`config.mk`:
```
export PLATFORM = sky130hd
export DESIGN_NAME = wfcg_div_cell
export DESIGN_NICKNAME = d
export VERILOG_FILES = /design/src/wfcg_div_cell.sv
export SDC_FILE = /design/constraint.sdc
export NUM_CORES = 1
export LEC_CHECK = 0
export ABC_AREA = 1
export BUFFER_PORTS_ARGS = -buffer_cell sky130_fd_sc_hd__buf_2
export CAP_MARGIN = 10
export CORE_UTILIZATION = 51
export CTS_CLUSTER_SIZE = 40
export DETAILED_ROUTE_END_ITERATION = 16
export PLACE_DENSITY = 0.85
export SETUP_SLACK_MARGIN = 0.02
export SYNTH_ARGS = -nofsm -noshare
export SYNTH_HDL_FRONTEND = slang
export SYNTH_SLANG_ARGS = --single-unit
export TNS_END_PERCENT = 30
```
`constraint.sdc`:
```
create_clock -name clk -period 1.3 [get_ports clk]
set_input_delay 0.26 -clock clk [delete_from_list [all_inputs] [get_ports clk]]
set_output_delay 0.26 -clock clk [all_outputs]
set_load 0.01 [all_outputs]
```
`src/wfcg_div_cell.sv`:
```
// ----------------------------------------------------------------------------
// wfcg_div_cell: one restoring division step
// Shifts one dividend bit into the partial remainder, subtracts the divisor
// when it fits and shifts the quotient bit in; side data rides along.
// ----------------------------------------------------------------------------
module wfcg_div_cell #(
	parameter int D_W    = 8,
	parameter int N_W    = 17,
	parameter int SIDE_W = 1
) (
	input  logic              clk,
	input  logic              arst_n,
	input  logic              en,
	input  logic              in_valid,
	input  logic [D_W-1:0]    in_rem,
	input  logic [N_W-1:0]    in_num,
	input  logic [D_W-1:0]    in_den,
	input  logic [SIDE_W-1:0] in_side,
	output logic              out_valid,
	output logic [D_W-1:0]    out_rem,
	output logic [N_W-1:0]    out_num,
	output logic [D_W-1:0]    out_den,
	output logic [SIDE_W-1:0] out_side
);

	logic [D_W:0]   cat;
	logic [D_W+1:0] diff;
	logic           fits;
	logic [D_W-1:0] rem_nxt;
	logic [N_W-1:0] num_nxt;

	logic              valid_s1;
	logic [D_W-1:0]    rem_s1;
	logic [N_W-1:0]    num_s1;
	logic [D_W-1:0]    den_s1;
	logic [SIDE_W-1:0] side_s1;

	// trial subtract
	always_comb begin
		cat     = {in_rem, in_num[N_W-1]};
		diff    = {1'b0, cat} - {2'b00, in_den};
		fits    = !diff[D_W+1];
		rem_nxt = fits ? diff[D_W-1:0] : cat[D_W-1:0];
		num_nxt = {in_num[N_W-2:0], fits};
	end

	always_ff @(posedge clk or negedge arst_n) begin
		if (!arst_n) begin
			valid_s1 <= 1'b0;
		end else if (en) begin
			valid_s1 <= in_valid;
		end
	end

	always_ff @(posedge clk) begin
		if (en) begin
			rem_s1  <= rem_nxt;
			num_s1  <= num_nxt;
			den_s1  <= in_den;
			side_s1 <= in_side;
		end
	end

	assign out_valid = valid_s1;
	assign out_rem   = rem_s1;
	assign out_num   = num_s1;
	assign out_den   = den_s1;
	assign out_side  = side_s1;

endmodule

```
== Word level (Yosys, flattened, before mapping) ==
Cells that the tools add are included.
W data, S select, Z words.
Cells by class
  magnitude comparators: 0
  multiplexer cells: 1
  reductions and logical operators: 1
  bitwise operators: 0
  shift operators: 0
  div/mod/pow operators: 0
  add/subtract/negate cells: 1
  multipliers: 0
  eq/ne operators: 0
Operator list (number)
  $sub A9 B8 Y10: 1
  $mux W8: 1
  $logic_not A1 Y1: 1
Word-level totals
  register bits: 35
  latch bits: 0
  input bits: 38
  memories: 0
  memory bits (read-only): 0
  memory bits (writable): 0

== Logic depth before layout (Yosys ltp) ==
  word-level depth: 2
  mapped depth: 11

== Worst setup path after synthesis ==
Ideal clock, no wire load.
  kind: input port to flip-flop
  start: input port in_den[3]
  end: register rem_s1[3], in the netlist out_rem[3] (data pin)
  data arrival time: 1.309 ns
  library setup time: 0.253 ns
  stages on the path: 11
  slack: -0.262 ns
  cells stage by stage: inv_1 -> ha_1 -> nand2_2 -> inv_2 -> nand2_1 -> nand2_1 -> nand2_2 -> nand3_4 -> buf_12 -> nand2_2 -> o21ai_2
Between the ends
  longest elaborated chain between the ends: 2
Ends and longest elaborated chain
  from (decl): RTL line 17  | input logic [D_W-1:0] in_den,
  $sub A9 B8 Y10: RTL line 41  | diff = {1'b0, cat} - {2'b00, in_den};
  $mux W8: RTL line 43  | rem_nxt = fits ? diff[D_W-1:0] : cat[D_W-1:0];
  named net rem_nxt[3]: RTL line 29  | logic [D_W-1:0] rem_nxt;
  to (signal assigned): RTL line 57  | rem_s1 <= rem_nxt;
  to (decl): RTL line 33  | logic [D_W-1:0] rem_s1;
The timed path passes the listed nets, and every way through them passes these cells.
A chain may end at the register's enable or synchronous reset.

== Final worst setup path ==
  start: input port in_rem[3]
  end: register rem_s1[6], in the netlist out_rem[6] (data pin)
Between the ends
  longest elaborated chain between the ends: 2
Ends and longest elaborated chain
  from (decl): RTL line 15  | input logic [D_W-1:0] in_rem,
  $sub A9 B8 Y10: RTL line 41
  $mux W8: RTL line 43
  named net rem_nxt[6]: RTL line 29
The timed path passes the listed nets, and every way through them passes these cells.

==> implementation parameters <==
Parameter                              Value

Die
  Number of rows created at floorplan ... 20
  Horiz. Die Dim ... 60.1 um
  Initial Util ... 0.550
  Area inside the core boundary ... 0.00313 mm^2
  Number of ports placed on the die boundary ... 73
  Die extent in y ... 60.1 um
  DIE AREA ... 0.00361 mm^2

Drt
  DRC violations left ... 0
  Number of antenna-violating nets in the routed design ... 0
  WL/cell ... 14.0 um
  Via count of the routed design ... 1423
  Total wirelength of the detailed-routed design ... 4050 um
  Detailed router's first-iteration violation count ... 57
  Detailed-routing iteration count for the pre-antenna-repair pass ... 4
  Via density ... 4.94

Yosys
  Largest family of logic cells by synthesized area ... simple AND/OR/NAND/NOR gates
  Avg Cell Area, Syn ... 12.2 um^2
  Area fraction in and, or, nand and nor cells after synthesis ... 0.191
  Cell area after synthesis ... 0.00172 mm^2
  Synthesized-area fraction occupied by adder cells ... 0.0698
  Fraction of the mapped netlist area in compound gates ... 0.0415
  Count of warnings emitted by yosys ... 0
  XOR/XNOR Fraction of Synth Area ... 0.0153
  Distinct cells, synth ... 23
  Post-synthesis register bit count ... 35
  Sequential cell area fraction in the yosys report ... 0.608
  Fraction of synthesized area in multiplexers ... 0.00655
  Syn_nets ... 188
  Synthesized instance count ... 141

Global routing
  Number of global-route vias before repair ... 1301
  First-pass GRT wire length ... 5690 um
  Maximum number of pins on one net before global-route repair ... 19
  Aggregate global routing overflow ... 0
  Total Routing Usage GR ... 0.225
  Number of antenna violations at the first check in global routing ... 0

Worst setup path
  Largest fanout of any net on the critical path ... 7
  Startpoint-to-endpoint class of the critical path ... in2reg
  Arrival time reported for the critical path endpoint ... 1.39 ns
  Nature of the critical path startpoint ... input pin
  Cell with the biggest individual delay on the critical path ... sky130_fd_sc_hd__ha_4
  Type of destination of the critical path ... flip-flop
  Worst Path Required ... 1.40 ns
  Sequence of cells on the critical path ... buf_4 > ha_4 > nand2_4 > inv_2 > nand2_2 > nand2_2 > nand2_4 > nand3_4 > nand3_2 > nand2_1
  Maximum single-stage delay on the critical path ... 0.26 ns

CTS
  Number of buffers added by the clock tree synthesis step ... 5
  Clock transition time at the flip-flop clock pins of the worst setup and hold paths ... 0.11 ns
  Cell at the root of the clock tree ... sky130_fd_sc_hd__clkbuf_4
  TritonCTS clock tree ... done
  Clock net sink count ... 35
  Maximum root-to-sink buffer count ... 2
  H-Tree Depth ... 2
  Clock network latency to the later pin of the worst-skew pair ... 0.32 ns

Run
  Max-cap violations ... 0

Hold path
  Path type of the worst min-delay path ... in2reg

Layout
  Fraction of the core area covered by cells at the end of the flow ... 0.818
  Antenna fix cells ... 0
  Fill cell total of the finished layout ... 175
  Nets ... 290
  Area of all placed cells without fillers ... 0.00256 mm^2
  Share of post-route cells with drive strength above 1 ... 0.631
  Area growth from synthesis to layout ... 48.7%
  Area of the multi-input gates ... 711 um^2
  Seq. cell area ... 0.00105 mm^2

Placement
  Final weighted congestion of routability-driven global placement ... 0.869
  HPWL reported at the end of detailed placement ... 2880 um
  Post-placement setup slack ... -0.416 ns
  Placed Instance Area ... 0.00239 mm^2
  Count of input and output buffers ... 72

STA
  Post-route clock period utilization ... 0.991
  Worst slew margin relative to its limit ... 0.842
  Smallest setup slack after layout ... 0.0115 ns
  Maximum clock skew at final layout ... 0 ns
  Final TNS setup ... 0 ns
  Fin. max-slew vios ... 0
  Number of failing hold endpoints at the final stage ... 0
  Minimum period implied by the final worst setup slack ... 1.29 ns
  Maximum clock frequency ... 776 MHz
  Actual slew at the worst max-slew pin ... 0.236 ns
  Final Setup Violations ... 0
  Unrepaired setup endpoints after global routing ... true

Pwr
  Max IR drop VDD ... 0.481 mV
  Static power due to leakage ... 0.00121 uW
  Areal power density over the cells ... 1070 mW/mm^2
  Overall power consumption ... 2730 uW

Status
  Run status ... finished clean
## metrics by stage
stage	hold WS [ns]	cells
after floorplan	-0.0356	141
after global placement	0.0344	277
after detailed placement	0.0357	277
after CTS	0.0938	287
after global routing	0.0853	288
final	0.0972	288
## final cells by class
type | instances | area share
repair buffers | 95 | 0.224
flip-flops and latches | 35 | 0.409
clock buffers | 7 | 0.0215
inverters | 26 | 0.0440
clock inverters | 1 | 0.00196
multi-input cells | 80 | 0.278
well taps | 44 | 0.0215
## registers in the layout, summed over array words and instances (netlist names)
signal / flops
out_den: 8
out_num: 17
out_rem: 8
out_side: 1
out_valid: 1
## kinds of logic after synthesis
group,count (synthesis)
and+or+nand+nor,57
DFF,35
buffers and inverters,27
muxes,1
AOI/OAI and AO/OA,9
xor gates and xnor gates,3
adders and majority gates,9
## critical path, delay by kind of cell
kind | cells | cell delay (ns)
simple gates | 7 | 0.68
buf+inv | 2 | 0.18
fa+ha+maj | 1 | 0.26
## synth_stat cells
| master | instances | share of area |
|---|---|---|
| sky130_fd_sc_hd__edfxtp_1 | 34 | 0.59 |
| sky130_fd_sc_hd__nand2_1 | 30 | 0.065 |
| sky130_fd_sc_hd__inv_1 | 24 | 0.052 |
| sky130_fd_sc_hd__ha_1 | 8 | 0.058 |
| sky130_fd_sc_hd__nand2_2 | 6 | 0.022 |
| sky130_fd_sc_hd__nand4_1 | 5 | 0.018 |
| sky130_fd_sc_hd__a21oi_1 | 4 | 0.012 |
| sky130_fd_sc_hd__o21ai_2 | 4 | 0.020 |
| sky130_fd_sc_hd__nand3_1 | 3 | 0.0087 |
| sky130_fd_sc_hd__nand3_2 | 3 | 0.017 |
| sky130_fd_sc_hd__xnor2_1 | 3 | 0.015 |
| sky130_fd_sc_hd__inv_2 | 2 | 0.0044 |
| sky130_fd_sc_hd__nand3_4 | 2 | 0.020 |
| sky130_fd_sc_hd__nand3b_1 | 2 | 0.0087 |
| sky130_fd_sc_hd__nor2_1 | 2 | 0.0044 |
| sky130_fd_sc_hd__or2_1 | 2 | 0.0073 |
| sky130_fd_sc_hd__a21oi_4 | 1 | 0.0095 |
| sky130_fd_sc_hd__buf_12 | 1 | 0.012 |
| sky130_fd_sc_hd__dfrtp_1 | 1 | 0.015 |
| sky130_fd_sc_hd__fa_1 | 1 | 0.012 |
| sky130_fd_sc_hd__mux2_2 | 1 | 0.0065 |
| sky130_fd_sc_hd__nor2_4 | 1 | 0.0065 |
| sky130_fd_sc_hd__nor2_8 | 1 | 0.012 |
## timing repair
action	in CTS	in global routing
endpoints found under the setup margin	8	8
pin swaps	2	19
gates resized for setup	2	24
hold buffers	1	0
setup buffers	0	1
hold endpoints to repair	1	0
cloned	1	0
## worst paths after layout
check / startpoint / to / slack [ns] / depth (start not counted)
max: in_rem[3] / out_rem[6] / 0.01 / 10
min: in_num[7] / out_num[8] / 0.1 / 1
max reg2reg: out_valid / out_valid / 0.56 / 1
min reg2reg: out_valid / out_valid / 0.51 / 1
max in group asynchronous: arst_n / out_valid / 0.96 / 2
min in group asynchronous: arst_n / out_valid / 0.25 / 2
## routing by layer
| metal | up-vias | GRT usage | wire [um] |
|---|---|---|---|
| met5 | - | 0 | 0 |
| met4 | 0 | 0.103 | 103 |
| met3 | 11 | 0.0541 | 272 |
| met2 | 67 | 0.392 | 2140 |
| met1 | 666 | 0.259 | 1530 |
| li1 | 679 | - | - |
## cell usage in the layout, fill, tap and decap left out, types with 4 or more instances in the layout
cell,n
sky130_fd_sc_hd__nand2_1,18
sky130_fd_sc_hd__o21ai_2,4
sky130_fd_sc_hd__buf_2,66
sky130_fd_sc_hd__nand3_2,5
sky130_fd_sc_hd__ha_4,6
sky130_fd_sc_hd__inv_1,17
sky130_fd_sc_hd__nand2_2,16
sky130_fd_sc_hd__edfxtp_1,34
sky130_fd_sc_hd__buf_4,24
sky130_fd_sc_hd__clkbuf_4,5
sky130_fd_sc_hd__inv_2,7
sky130_fd_sc_hd__nand4_1,5
## where the power goes
part / switching [uW] / total [uW] / leakage, uW / internal, uW
sequential: 22.9 / 1390 / 0.000344 / 1360
combinational: 390 / 733 / 0.000833 / 342
clock: 350 / 612 / 0.0000353 / 262
(Power assumes the default switching activity.)
