--- src/wfcg_pkg.sv ---
// ----------------------------------------------------------------------------
// wfcg_pkg: shared types and constants of the windowed FIR coefficient generator
// Fixed-point constants, register indexes, mode codes, CORDIC table and the
// payload records that travel down the pipeline.
// ----------------------------------------------------------------------------
package wfcg_pkg;

	// limits and defaults
	localparam int MAX_TAPS          = 256;
	localparam int CORDIC_STAGES_DEF = 16;
	localparam int ROT_W             = 33;

	// register indexes
	localparam logic [2:0] REG_WINDOW_KIND = 3'd0;
	localparam logic [2:0] REG_FILTER_KIND = 3'd1;
	localparam logic [2:0] REG_TAP_COUNT   = 3'd2;
	localparam logic [2:0] REG_CUTOFF_LOW  = 3'd3;
	localparam logic [2:0] REG_CUTOFF_HIGH = 3'd4;

	// window codes
	localparam logic [1:0] WIN_RECT = 2'd0;
	localparam logic [1:0] WIN_HANN = 2'd1;
	localparam logic [1:0] WIN_HAMM = 2'd2;

	// filter codes
	localparam logic [1:0] FILT_LOW  = 2'd0;
	localparam logic [1:0] FILT_HIGH = 2'd1;
	localparam logic [1:0] FILT_BAND = 2'd2;
	localparam logic [1:0] FILT_STOP = 2'd3;

	// fixed-point constants (Q30, but H_ONE and the coefficient limits are Q16)
	localparam logic signed [ROT_W-1:0] CORDIC_GAIN = 33'sd652032874;
	localparam logic [28:0]             INV_PI_Q30  = 29'd341782638;
	localparam logic signed [33:0]      ONE_Q30     = 34'sd1073741824;
	localparam logic signed [33:0]      HAM_A_Q30   = 34'sd579820585;
	localparam logic signed [29:0]      HAM_B_Q30   = 30'sd493921239;
	localparam logic signed [18:0]      H_ONE       = 19'sd65536;
	localparam logic signed [52:0]      ROUND_HALF  = 53'sd536870912;
	localparam logic signed [52:0]      COEF_MAX    = 53'sd131071;
	localparam logic signed [52:0]      COEF_MIN    = -53'sd131072;

	// arctangent of 2^-i as a binary angle, 2^32 per turn
	localparam logic [31:0] ATAN_TAB [24] = '{
		32'd536870912, 32'd316933406, 32'd167458907, 32'd85004756,
		32'd42667331,  32'd21354465,  32'd10679838,  32'd5340245,
		32'd2670163,   32'd1335087,   32'd667544,    32'd333772,
		32'd166886,    32'd83443,     32'd41722,     32'd20861,
		32'd10430,     32'd5215,      32'd2608,      32'd1304,
		32'd652,       32'd326,       32'd163,       32'd81
	};

	// one CORDIC rotator lane
	typedef struct packed {
		logic signed [ROT_W-1:0] x;
		logic signed [ROT_W-1:0] y;
		logic signed [ROT_W-1:0] z;
		logic                    flip;
	} rot_t;

	// side data while the window phase is divided
	typedef struct packed {
		logic               oor;
		logic               kneg;
		logic [6:0]         kabs;
		logic               kzero;
		logic [15:0]        p1;
		logic [15:0]        p2;
		logic signed [18:0] hctr;
		logic               wone;
		logic               whamm;
	} fr_side_t;

	// side data through the rotators
	typedef struct packed {
		logic               oor;
		logic               kneg;
		logic [6:0]         kabs;
		logic               kzero;
		logic signed [18:0] hctr;
		logic               wone;
		logic               whamm;
	} rot_side_t;

	// side data while the impulse response is divided by k
	typedef struct packed {
		logic               oor;
		logic               neg;
		logic               kzero;
		logic signed [18:0] hctr;
		logic signed [33:0] w;
	} hd_side_t;

	// fold a binary angle into the right half plane, start vector at 1/gain
	function automatic rot_t cordic_prep(input logic [31:0] ang);
		logic signed [ROT_W-1:0] za;
		rot_t                    r;
		za     = $signed({ang[31], ang});
		r.x    = CORDIC_GAIN;
		r.y    = '0;
		r.z    = za;
		r.flip = 1'b0;
		if (za > 33'sd1073741824) begin
			r.z    = za - 33'sd2147483648;
			r.flip = 1'b1;
		end else if (za < -33'sd1073741824) begin
			r.z    = za + 33'sd2147483648;
			r.flip = 1'b1;
		end
		return r;
	endfunction

endpackage

--- src/wfcg_cordic_cell.sv ---
// ----------------------------------------------------------------------------
// wfcg_cordic_cell: one rotation-mode CORDIC micro-rotation
// Rotates every lane by the arctangent of 2^-STAGE toward a zero residual
// angle; side data rides along.
// ----------------------------------------------------------------------------
module wfcg_cordic_cell
	import wfcg_pkg::*;
#(
	parameter int LANES  = 3,
	parameter int STAGE  = 0,
	parameter int SIDE_W = 1
) (
	input  logic                   clk,
	input  logic                   arst_n,
	input  logic                   en,
	input  logic                   in_valid,
	input  rot_t [LANES-1:0]       in_rot,
	input  logic [SIDE_W-1:0]      in_side,
	output logic                   out_valid,
	output rot_t [LANES-1:0]       out_rot,
	output logic [SIDE_W-1:0]      out_side
);

	localparam logic signed [ROT_W-1:0] ATAN = $signed({1'b0, ATAN_TAB[STAGE]});

	rot_t [LANES-1:0]  nxt;
	logic              valid_s1;
	rot_t [LANES-1:0]  rot_s1;
	logic [SIDE_W-1:0] side_s1;

	// micro-rotation per lane
	always_comb begin
		for (int l = 0; l < LANES; l++) begin
			nxt[l].flip = in_rot[l].flip;
			if (!in_rot[l].z[ROT_W-1]) begin
				nxt[l].x = $signed(in_rot[l].x) - ($signed(in_rot[l].y) >>> STAGE);
				nxt[l].y = $signed(in_rot[l].y) + ($signed(in_rot[l].x) >>> STAGE);
				nxt[l].z = $signed(in_rot[l].z) - ATAN;
			end else begin
				nxt[l].x = $signed(in_rot[l].x) + ($signed(in_rot[l].y) >>> STAGE);
				nxt[l].y = $signed(in_rot[l].y) - ($signed(in_rot[l].x) >>> STAGE);
				nxt[l].z = $signed(in_rot[l].z) + ATAN;
			end
		end
	end

	always_ff @(posedge clk or negedge arst_n) begin
		if (!arst_n) begin
			valid_s1 <= 1'b0;
		end else if (en) begin
			valid_s1 <= in_valid;
		end
	end

	always_ff @(posedge clk) begin
		if (en) begin
			rot_s1  <= nxt;
			side_s1 <= in_side;
		end
	end

	assign out_valid = valid_s1;
	assign out_rot   = rot_s1;
	assign out_side  = side_s1;

endmodule

--- config.mk ---
export PLATFORM = sky130hd
export DESIGN_NAME = wfcg_cordic_cell
export DESIGN_NICKNAME = d
export VERILOG_FILES = /design/src/wfcg_pkg.sv /design/src/wfcg_cordic_cell.sv
export SDC_FILE = /design/constraint.sdc
export NUM_CORES = 1
export LEC_CHECK = 0
export BUFFER_PORTS_ARGS = -buffer_cell sky130_fd_sc_hd__buf_2
export CELL_PAD_IN_SITES_DETAIL_PLACEMENT = 2
export CELL_PAD_IN_SITES_GLOBAL_PLACEMENT = 2
export CORE_ASPECT_RATIO = 0.5
export CORE_MARGIN = 2
export CORE_UTILIZATION = 30
export DETAILED_ROUTE_END_ITERATION = 6
export GPL_TIMING_DRIVEN = 0
export PLACE_DENSITY_LB_ADDON = 0.1
export SYNTH_ARGS = -nofsm -noshare
export SYNTH_HDL_FRONTEND = slang
export SYNTH_SLANG_ARGS = --single-unit
--- constraint.sdc ---
create_clock -name clk -period 0.8 [get_ports clk]
set_input_delay 0.16 -clock clk [delete_from_list [all_inputs] [get_ports clk]]
set_output_delay 0.16 -clock clk [all_outputs]
set_load 0.01 [all_outputs]
# Word-level counts from Yosys, hierarchy flattened
# Cells that the tools add are included.
# Widths: inputs -> output; s select.
totals:
  ff_bits: 302
  input_bits: 305
  out_inout_bits: 302
  wordCells: 32
op_classes:
  addsub: 15
  mux: 3
ops:
  columns: ["cell", "count"]
  rows:
  - ["$mux 99", 3]
  - ["$sub 33x33->33", 6]
  - ["$add 33x31->33 const B", 3]
  - ["$add 33x33->33", 3]
  - ["$sub 33x31->33 const B", 3]

# Logic depth before layout (Yosys ltp)
# Gate-level depths: netlist of run 1.
logic_depth:
  depth_word: 2
  mapped_depth: 12
  mapped_depth_nobuf: 12

# Worst setup path before layout of run 1
# No wires, ideal clock.
synth_path:
  path_kind: "input port to flip-flop"
  start: "in in_rot[241] in the netlist's numbering"
  end: "reg rot_s1, in the netlist out_rot[265] (data pin)"
  setup_ns: 0.265
  arrival_time_ns: 2.652
  required_ns: 0.535
  slack_ns: -2.117
  cell_stages: 12
  path_buffers: 1
  path_cell_list: "inv_1 -> ha_1 -> buf_6 -> a21o_1 -> a2111o_1 -> nor3_2 -> o31a_2 -> nor4_1 -> or4b_4 -> a221o_1 -> a21oi_2 -> xnor2_1"
synth_rtl:
  columns: ["element", "line_no", "source"]
  rows:
  - ["start: declaration", "wfcg_cordic_cell.sv:17", "input rot_t [LANES-1:0] in_rot,"]
  - ["end signal: assignment", "wfcg_cordic_cell.sv:57", "rot_s1 <= nxt;"]
  - ["end: declaration", "wfcg_cordic_cell.sv:28", "rot_t [LANES-1:0] rot_s1;"]

==> run metrics, run 1 <==
outcome=finished with violations; violated checks=negative hold slack, negative setup slack; Die Y=roughly 210 microns; number of core rows=76; PortBufs=603; Sw Pwr=27.47 mW; Reg clk slew, reported paths=approximately 0.070 ns; ANT nets after route=0; Worst slew margin=0.08592; Crit. End Element=flop; pre-CTS WS=-2.811 ns; internal power=between 40 and 50 mW; Reg power frac=0.292; RSZ-0062 raised after global routing=yes; post-route DRC violation count=0; Max VDD drop=1.322 mV; Die Area=88,570 sq um; hold bufs inserted after CTS=104; Layout fillers=slightly below 9k; Clock Tree Root=clkbuf_16; Max-Cap Viols=0; min-delay worst type=input pin to flop; overall routed net length=approximately 150 mm; Post-Syn Area=25,820 sq um; top-area cell type share of the netlist area=0.3466; DR vias/cell=5.483; FF+latch count, synth=~300; Initial Util=0.3014; Ys Warns=0; Slew Limit Fails=0; leakage=roughly 18 nW; initial antenna violation count=15; nets@finish=roughly 4.6k; Via Count=about 29k; Cells after Synth=2,913; vias in the first global route=around 31k; DR pass1 iterations=5; Seq/Total Area, Yosys=0.3475; Clock Skews=0 ns; Clock power frac=0.258; final setup violation count=a little over 700; tightest hold margin=-0.003033 ns; critical path arrival=2.85 ns; area grow syn2layout=65.40%; measured slew at the worst slew-check pin=1.371 ns; Initial DRC Count=1,748; Placed Cells=between 4k and 5k; Synth cell types=79; H-tree levels=2; fraction of layout cells with a size suffix above 1=0.4717; pwr dens=1679 nW/um^2; Core ar.=~86,000 sq um; Post-DP Area=roughly 33,000 sq um; CP startpoint kind=input pin; TNS Setup=-434.13 ns; final instance area=42,700 sq um; clock latency on the worst-skew pair=0.60 ns; largest cells by area after synthesis=edfxtp_1 35%, ha_1 14%, a21oi_1 7.0%; chip width=418.9 microns; I/O Pins=a little over 600; count of non-filler cells in the finished layout=5,200; Yosys top cell by area=edfxtp_1; Placer Congestion=0.9007; CTS Buffer Depth=3; Critical Path Max Stage Delay=0.38 ns; Crit Path Max Fanout=10; number of CTS-inserted buffers=36; clock sinks=between 200 and 300; share of flip-flops with an asynchronous set or reset=0.003344; top_reg_cell synth=edfxtp_1; switch share=0.3832; total power=71.68 mW; placed wire-length estimate=95.80 mm; power share of the combinational group=0.450; grt ovf=0; CP Buf/Inv Count=3; fin crit share=3.138; worst-path cell chain=buf_2 > inv_2 > ha_4 > clkbuf_8 > nand4_1 > nor2_1 > o211ai_1 > a31oi_4 > a221o_1 > a21oi_4 > o311ai_2 > o31ai_2 > xnor2_1; final hold violation count=1; slowest CP cell=a31oi_4; fmax=398.4 MHz; GRT Resource Usage Total=0.2992; Final min period=2.510 ns; final setup margin=-1.710 ns; drt wl/cell=27.89 microns; critical path class=input pin to flop; syn avg cell area=8.864 sq um; Post-Syn Nets=3,524; pin count of the biggest net entering global routing=126; required time of the worst setup path=between 1 and 1.5 ns; first-pass GRT wire length=201.7 mm; crit-path leading delay family=compound AO/OA/AOI/OAI gates; EDFF count, synth=298; Final Core Density=0.4984; CTS tree=done
## sequential cells by signal, indices dropped and copies added (netlist names)
register,flops
out_valid,1
out_side,1
out_rot,297
## logic make-up after synthesis
family / share of synthesized area
AOI/OAI and AO/OA: 0.2338
xor gates and xnor gates: 0.06377
adders and majority gates: 0.1518
buffers and inverters: 0.06542
DFF: 0.3475
muxes: 0.01400
and+or+nand+nor: 0.1237
## cells in the mapped netlist, types with 10 or more instances
| cell | n |
|---|---|
| o31ai_1 | 28 |
| and2_1 | 14 |
| nand4_1 | 29 |
| xor2_1 | 33 |
| or3_1 | 17 |
| o21ai_1 | 16 |
| a2111oi_0 | 11 |
| mux2i_1 | 35 |
| edfxtp_1 | 298 |
| xnor2_1 | 155 |
| o21a_1 | 19 |
| buf_1 | 17 |
| fa_1 | 12 |
| o22ai_1 | 12 |
| nand3_1 | 38 |
| inv_1 | 297 |
| a21oi_1 | 360 |
| a21o_1 | 59 |
| o21bai_1 | 71 |
| nand2b_1 | 25 |
| clkbuf_1 | 111 |
| o21ai_0 | 188 |
| o311ai_0 | 10 |
| clkinv_1 | 10 |
| or2_2 | 11 |
| nor3_1 | 77 |
| a211oi_1 | 26 |
| ha_1 | 294 |
| nor2b_1 | 37 |
| nand2_1 | 122 |
| a31oi_1 | 34 |
| nor4_1 | 26 |
| a311oi_1 | 10 |
| o211ai_1 | 26 |
| a221oi_1 | 10 |
| o221ai_1 | 10 |
| nor2_1 | 236 |
## power groups by stage
stage                     logic, mW  clock network [mW]  registers (mW)
after floorplan                12.3                   0            22.3
after global placement         22.1                   0            21.2
after detailed placement       22.6                   0            21.2
after CTS                      28.4                18.8            20.9
after global routing           33.9                19.5            21.1
final                          32.2                18.5            20.9
## final timing paths
kind,endpoint,slack (ns),from,cells past startpoint
worst min-delay path,out_rot[33],-0.003,in_rot[32],3
min in group asynchronous,out_valid,0.44,arst_n,3
worst max-delay path,out_rot[160],-1.71,in_rot[145],13
worst min register to register,out_valid,0.56,out_valid,1
max in group asynchronous,out_valid,0.25,arst_n,3
worst max register to register,out_valid,0.03,out_valid,1
## placed cells by master, fill, tap and decap left out, types with 23 or more instances in the layout
cell type	count
nand4_1	29
xor2_1	30
o21ai_0	54
nand2_1	96
ha_1	215
buf_4	263
clkbuf_1	32
clkbuf_16	52
a21o_1	54
edfxtp_1	298
o211ai_1	26
clkbuf_8	23
a21oi_1	217
buf_2	529
xnor2_1	119
o21bai_1	61
nor2_2	28
o21ai_1	56
a21oi_2	93
nand3_1	27
buf_6	136
xnor2_2	35
o21ai_4	30
dlygate4sd3_1	104
nor2_1	195
nor3_1	49
inv_1	225
buf_8	24
o21ai_2	64
ha_4	65
a21oi_4	51
## repair_timing
action                     in CTS  in global routing
pin swaps                     378                251
setup endpoints to repair     718                722
hold endpoints to repair      108                  3
buffers inserted              235                136
gates cloned                    1                  0
gates resized for setup       784                338
## routing by layer
layer | global-route usage | vias up | part of all wire | routed length [microns]
met5 | 0 | - | 0 | 0
met4 | 0.1032 | 0 | 0.037 | 5312
met3 | 0.03474 | 279 | 0.038 | 5530
met2 | 0.5692 | 864 | 0.54 | 78120
met1 | 0.3455 | 14730 | 0.39 | 56080
li1 | - | 12650 | - | -
## area by class of cell
type / count / area [sq um] / area share
Antenna cell: 15 / 37.54 / 0.0008790
Buffer: 116 / 1197 / 0.02804
Clock buffer: 42 / 923.4 / 0.02162
Clock inverter: 24 / 316.6 / 0.007413
Inverter: 309 / 1459 / 0.03416
Multi-Input combinational cell: 2170 / 20600 / 0.4824
Sequential cell: 299 / 8974 / 0.2101
Tap cell: 1170 / 1464 / 0.03428
Timing Repair Buffer: 1055 / 7734 / 0.1811
Power figures use the tool's default switching activity.
==> inputs of run 2 (changes only) <==
--- a/config.mk
+++ b/config.mk
@@ -5,12 +5,13 @@
 export SDC_FILE = /design/constraint.sdc
 export NUM_CORES = 1
 export LEC_CHECK = 0
+export ABC_AREA = 1
 export BUFFER_PORTS_ARGS = -buffer_cell sky130_fd_sc_hd__buf_2
 export CELL_PAD_IN_SITES_DETAIL_PLACEMENT = 2
 export CELL_PAD_IN_SITES_GLOBAL_PLACEMENT = 2
 export CORE_ASPECT_RATIO = 0.5
 export CORE_MARGIN = 2
-export CORE_UTILIZATION = 30
+export CORE_UTILIZATION = 27
 export DETAILED_ROUTE_END_ITERATION = 6
 export GPL_TIMING_DRIVEN = 0
 export PLACE_DENSITY_LB_ADDON = 0.1
==> run 2 against run 1 <==
The flow still finishes with violations (negative hold slack, negative setup slack). Total power up 21%. Sequential cell count did not move. Critical path depth increased by 1. Die area rose by 38%. Wire length rose by 61%. Largest cell class unchanged.
==> run metrics, run 2 <==
CP startpoint=in_rot[79]; Die Area=122,200 sq um; worst r2r src=out_valid; Clock Skews=0 ns; Critical Path Max Stage Delay=~0.24 ns; fmax=544.3 MHz; area grow syn2layout=83.12%; total power=87.09 mW; GRT Resource Usage Total=0.3068; share of flip-flops with an asynchronous set or reset=0.003344; Crit. End Element=flop; drt wl/cell=between 20 and 30 microns; final hold violation count=28; leakage=around 29 nW; pin count of the biggest net entering global routing=90; CP startpoint kind=input pin; required time of the worst setup path=~1.2 ns; CTS tree=done; number of CTS-inserted buffers=37; Max VDD drop=1.574 mV; final setup margin=-1.037 ns; grt ovf=0; Worst slew margin=0.08568; max reg flops=a little under 300; Max-Cap Viols=0; Core ar.=118,200 sq um; tightest hold margin=-0.07127 ns; syn avg cell area=6.247 sq um; RSZ-0062 raised after global routing=yes; Cells after Synth=around 5.2k; min-delay worst type=input pin to flop; CP Buf/Inv Count=4; first-pass GRT wire length=between 200 and 300 mm; Initial DRC Count=2,150; CTS Buffer Depth=3; H-tree levels=2; Synth cell types=36; Final min period=1.837 ns; Initial Util=0.2726; slowest CP cell=ha_1; overall routed net length=233.3 mm; worst-path cell chain=buf_8 > buf_4 > inv_1 > ha_1 > inv_1 > nand2_1 > nand2_1 > nand2_2 > a21oi_4 > nor2_1 > nor2_1 > nand3_1 > nand3_2 > nand2_2; DR vias/cell=between 5 and 6; post-route DRC violation count=0; FF+latch count, synth=about 300; hold bufs inserted after CTS=100; Ys Warns=0; Crit Path Max Fanout=3; most common cell after layout, fill and taps aside=nand2_1; fraction of layout cells with a size suffix above 1=0.5677; top-area cell type share of the netlist area=0.2779; PortBufs=between 600 and 700; crit-path leading delay family=simple AND/OR/NAND/NOR gates; Clock Tree Root=clkbuf_16; top-count cell post-synth=nand2_1; Reg clk slew, reported paths=0.08 ns; placed wire-length estimate=136.2 mm; fin crit share=2.297; Via Count=42.26k; Commonest cells post-synth=1,955 x nand2_1, 1,038 x inv_1, 479 x nand3_1, 328 x nor2_1, 298 x edfxtp_1; largest cells by area after synthesis=edfxtp_1 28%, nand2_1 23%, inv_1 12%; critical path class=input pin to flop; violated checks=negative hold slack, negative setup slack; Seq/Total Area, Yosys=0.2787; TNS Setup=-348.98 ns; clock sinks=299; EDFF count, synth=298; Die Y=about 250 microns; Slew Limit Fails=0; clock latency on the worst-skew pair=0.62 ns; DR pass1 iterations=5; Layout fillers=12.74k; critical path arrival=between 2 and 2.5 ns; Placer Congestion=0.9151; initial antenna violation count=7; vias in the first global route=roughly 45k; measured slew at the worst slew-check pin=around 1.4 ns; top_reg_cell synth=edfxtp_1; Hold Startpoint=en; Yosys top cell by area=edfxtp_1; chip width=492.4 microns; most frequent cells in the layout=892 x nand2_1, 690 x nand2_2, 687 x inv_1; outcome=finished with violations; pwr dens=roughly 1500 nW/um^2; I/O Pins=607; ANT nets after route=0; final setup violation count=713; Post-Syn Nets=5,766; nets@finish=~7k; Post-Syn Area=32,200 sq um; number of core rows=89
[run 2: power by group]
part,switching [mW],internal (mW),leakage [nW]
Clock,8.75,10.6,0.608
Combinational,29.8,17.5,25.3
Sequential,0.744,19.7,2.92
Total,39.3,47.8,28.8
[run 2: area by class of cell]
class / count / area, sq um / area share
multi-input cells: 3677 / 30510 / 0.5174
clock inverters: 24 / 275.3 / 0.004668
plain buffers: 108 / 1461 / 0.02478
inverters: 1047 / 4648 / 0.07882
repair buffers: 1237 / 10100 / 0.1713
clock buffers: 43 / 991.0 / 0.01680
well taps: 1592 / 1992 / 0.03378
diodes: 5 / 12.51 / 0.0002122
flip-flops and latches: 299 / 8974 / 0.1522
[run 2: worst paths after layout]
| path | to | depth (start not counted) | slack, ns |
|---|---|---|---|
| worst max-delay path | out_rot[61] | 14 | -1.04 |
| worst min-delay path | out_rot[145] | 1 | -0.07 |
| worst max register to register | out_valid | 1 | 0.02 |
| worst min register to register | out_valid | 1 | 0.57 |
| max in group asynchronous | out_valid | 3 | 0.25 |
| min in group asynchronous | out_valid | 3 | 0.43 |
[run 2: cells by family after synthesis]
group	share of synthesized area
AND/OR/NAND/NOR	0.3642
buffers and inverters	0.1441
AO/OA/AOI/OAI	0.07056
adder cells (fa/ha/maj)	0.1217
flip-flops	0.2787
XOR/XNOR	0.02040
multiplexers	0.0003497
[run 2: through the flow]
step / instance area [sq um] / instances / worst slack (ns) / util
after detailed placement: 41180 / 7353 / -1.863 / 0.3486
after CTS: 54020 / 7856 / -0.7327 / 0.4572
after floorplan: 36080 / 5155 / -0.8871 / -
after global routing: 58960 / 8029 / -0.9791 / 0.4991
after global placement: 41090 / 7350 / -5.146 / 0.3478
final: 58970 / 8032 / -1.037 / 0.4991
[run 2: metal layers]
layer	wire length, microns	vias to the layer above	part of all wire	track usage
met1	85110	21500	0.36	0.3410
li1	-	18470	-	-
met3	8301	803	0.036	0.03030
met4	16890	2	0.072	0.1268
met2	123000	1495	0.53	0.5965
met5	16	-	0.000069	0
[run 2: repair_timing]
action / in CTS / in global routing
gates cloned: 4 / 0
resized for setup: 2187 / 943
pin swaps: 812 / 542
endpoints found under the setup margin: 667 / 709
buffers inserted: 355 / 184
endpoints found under the hold margin: 147 / 47
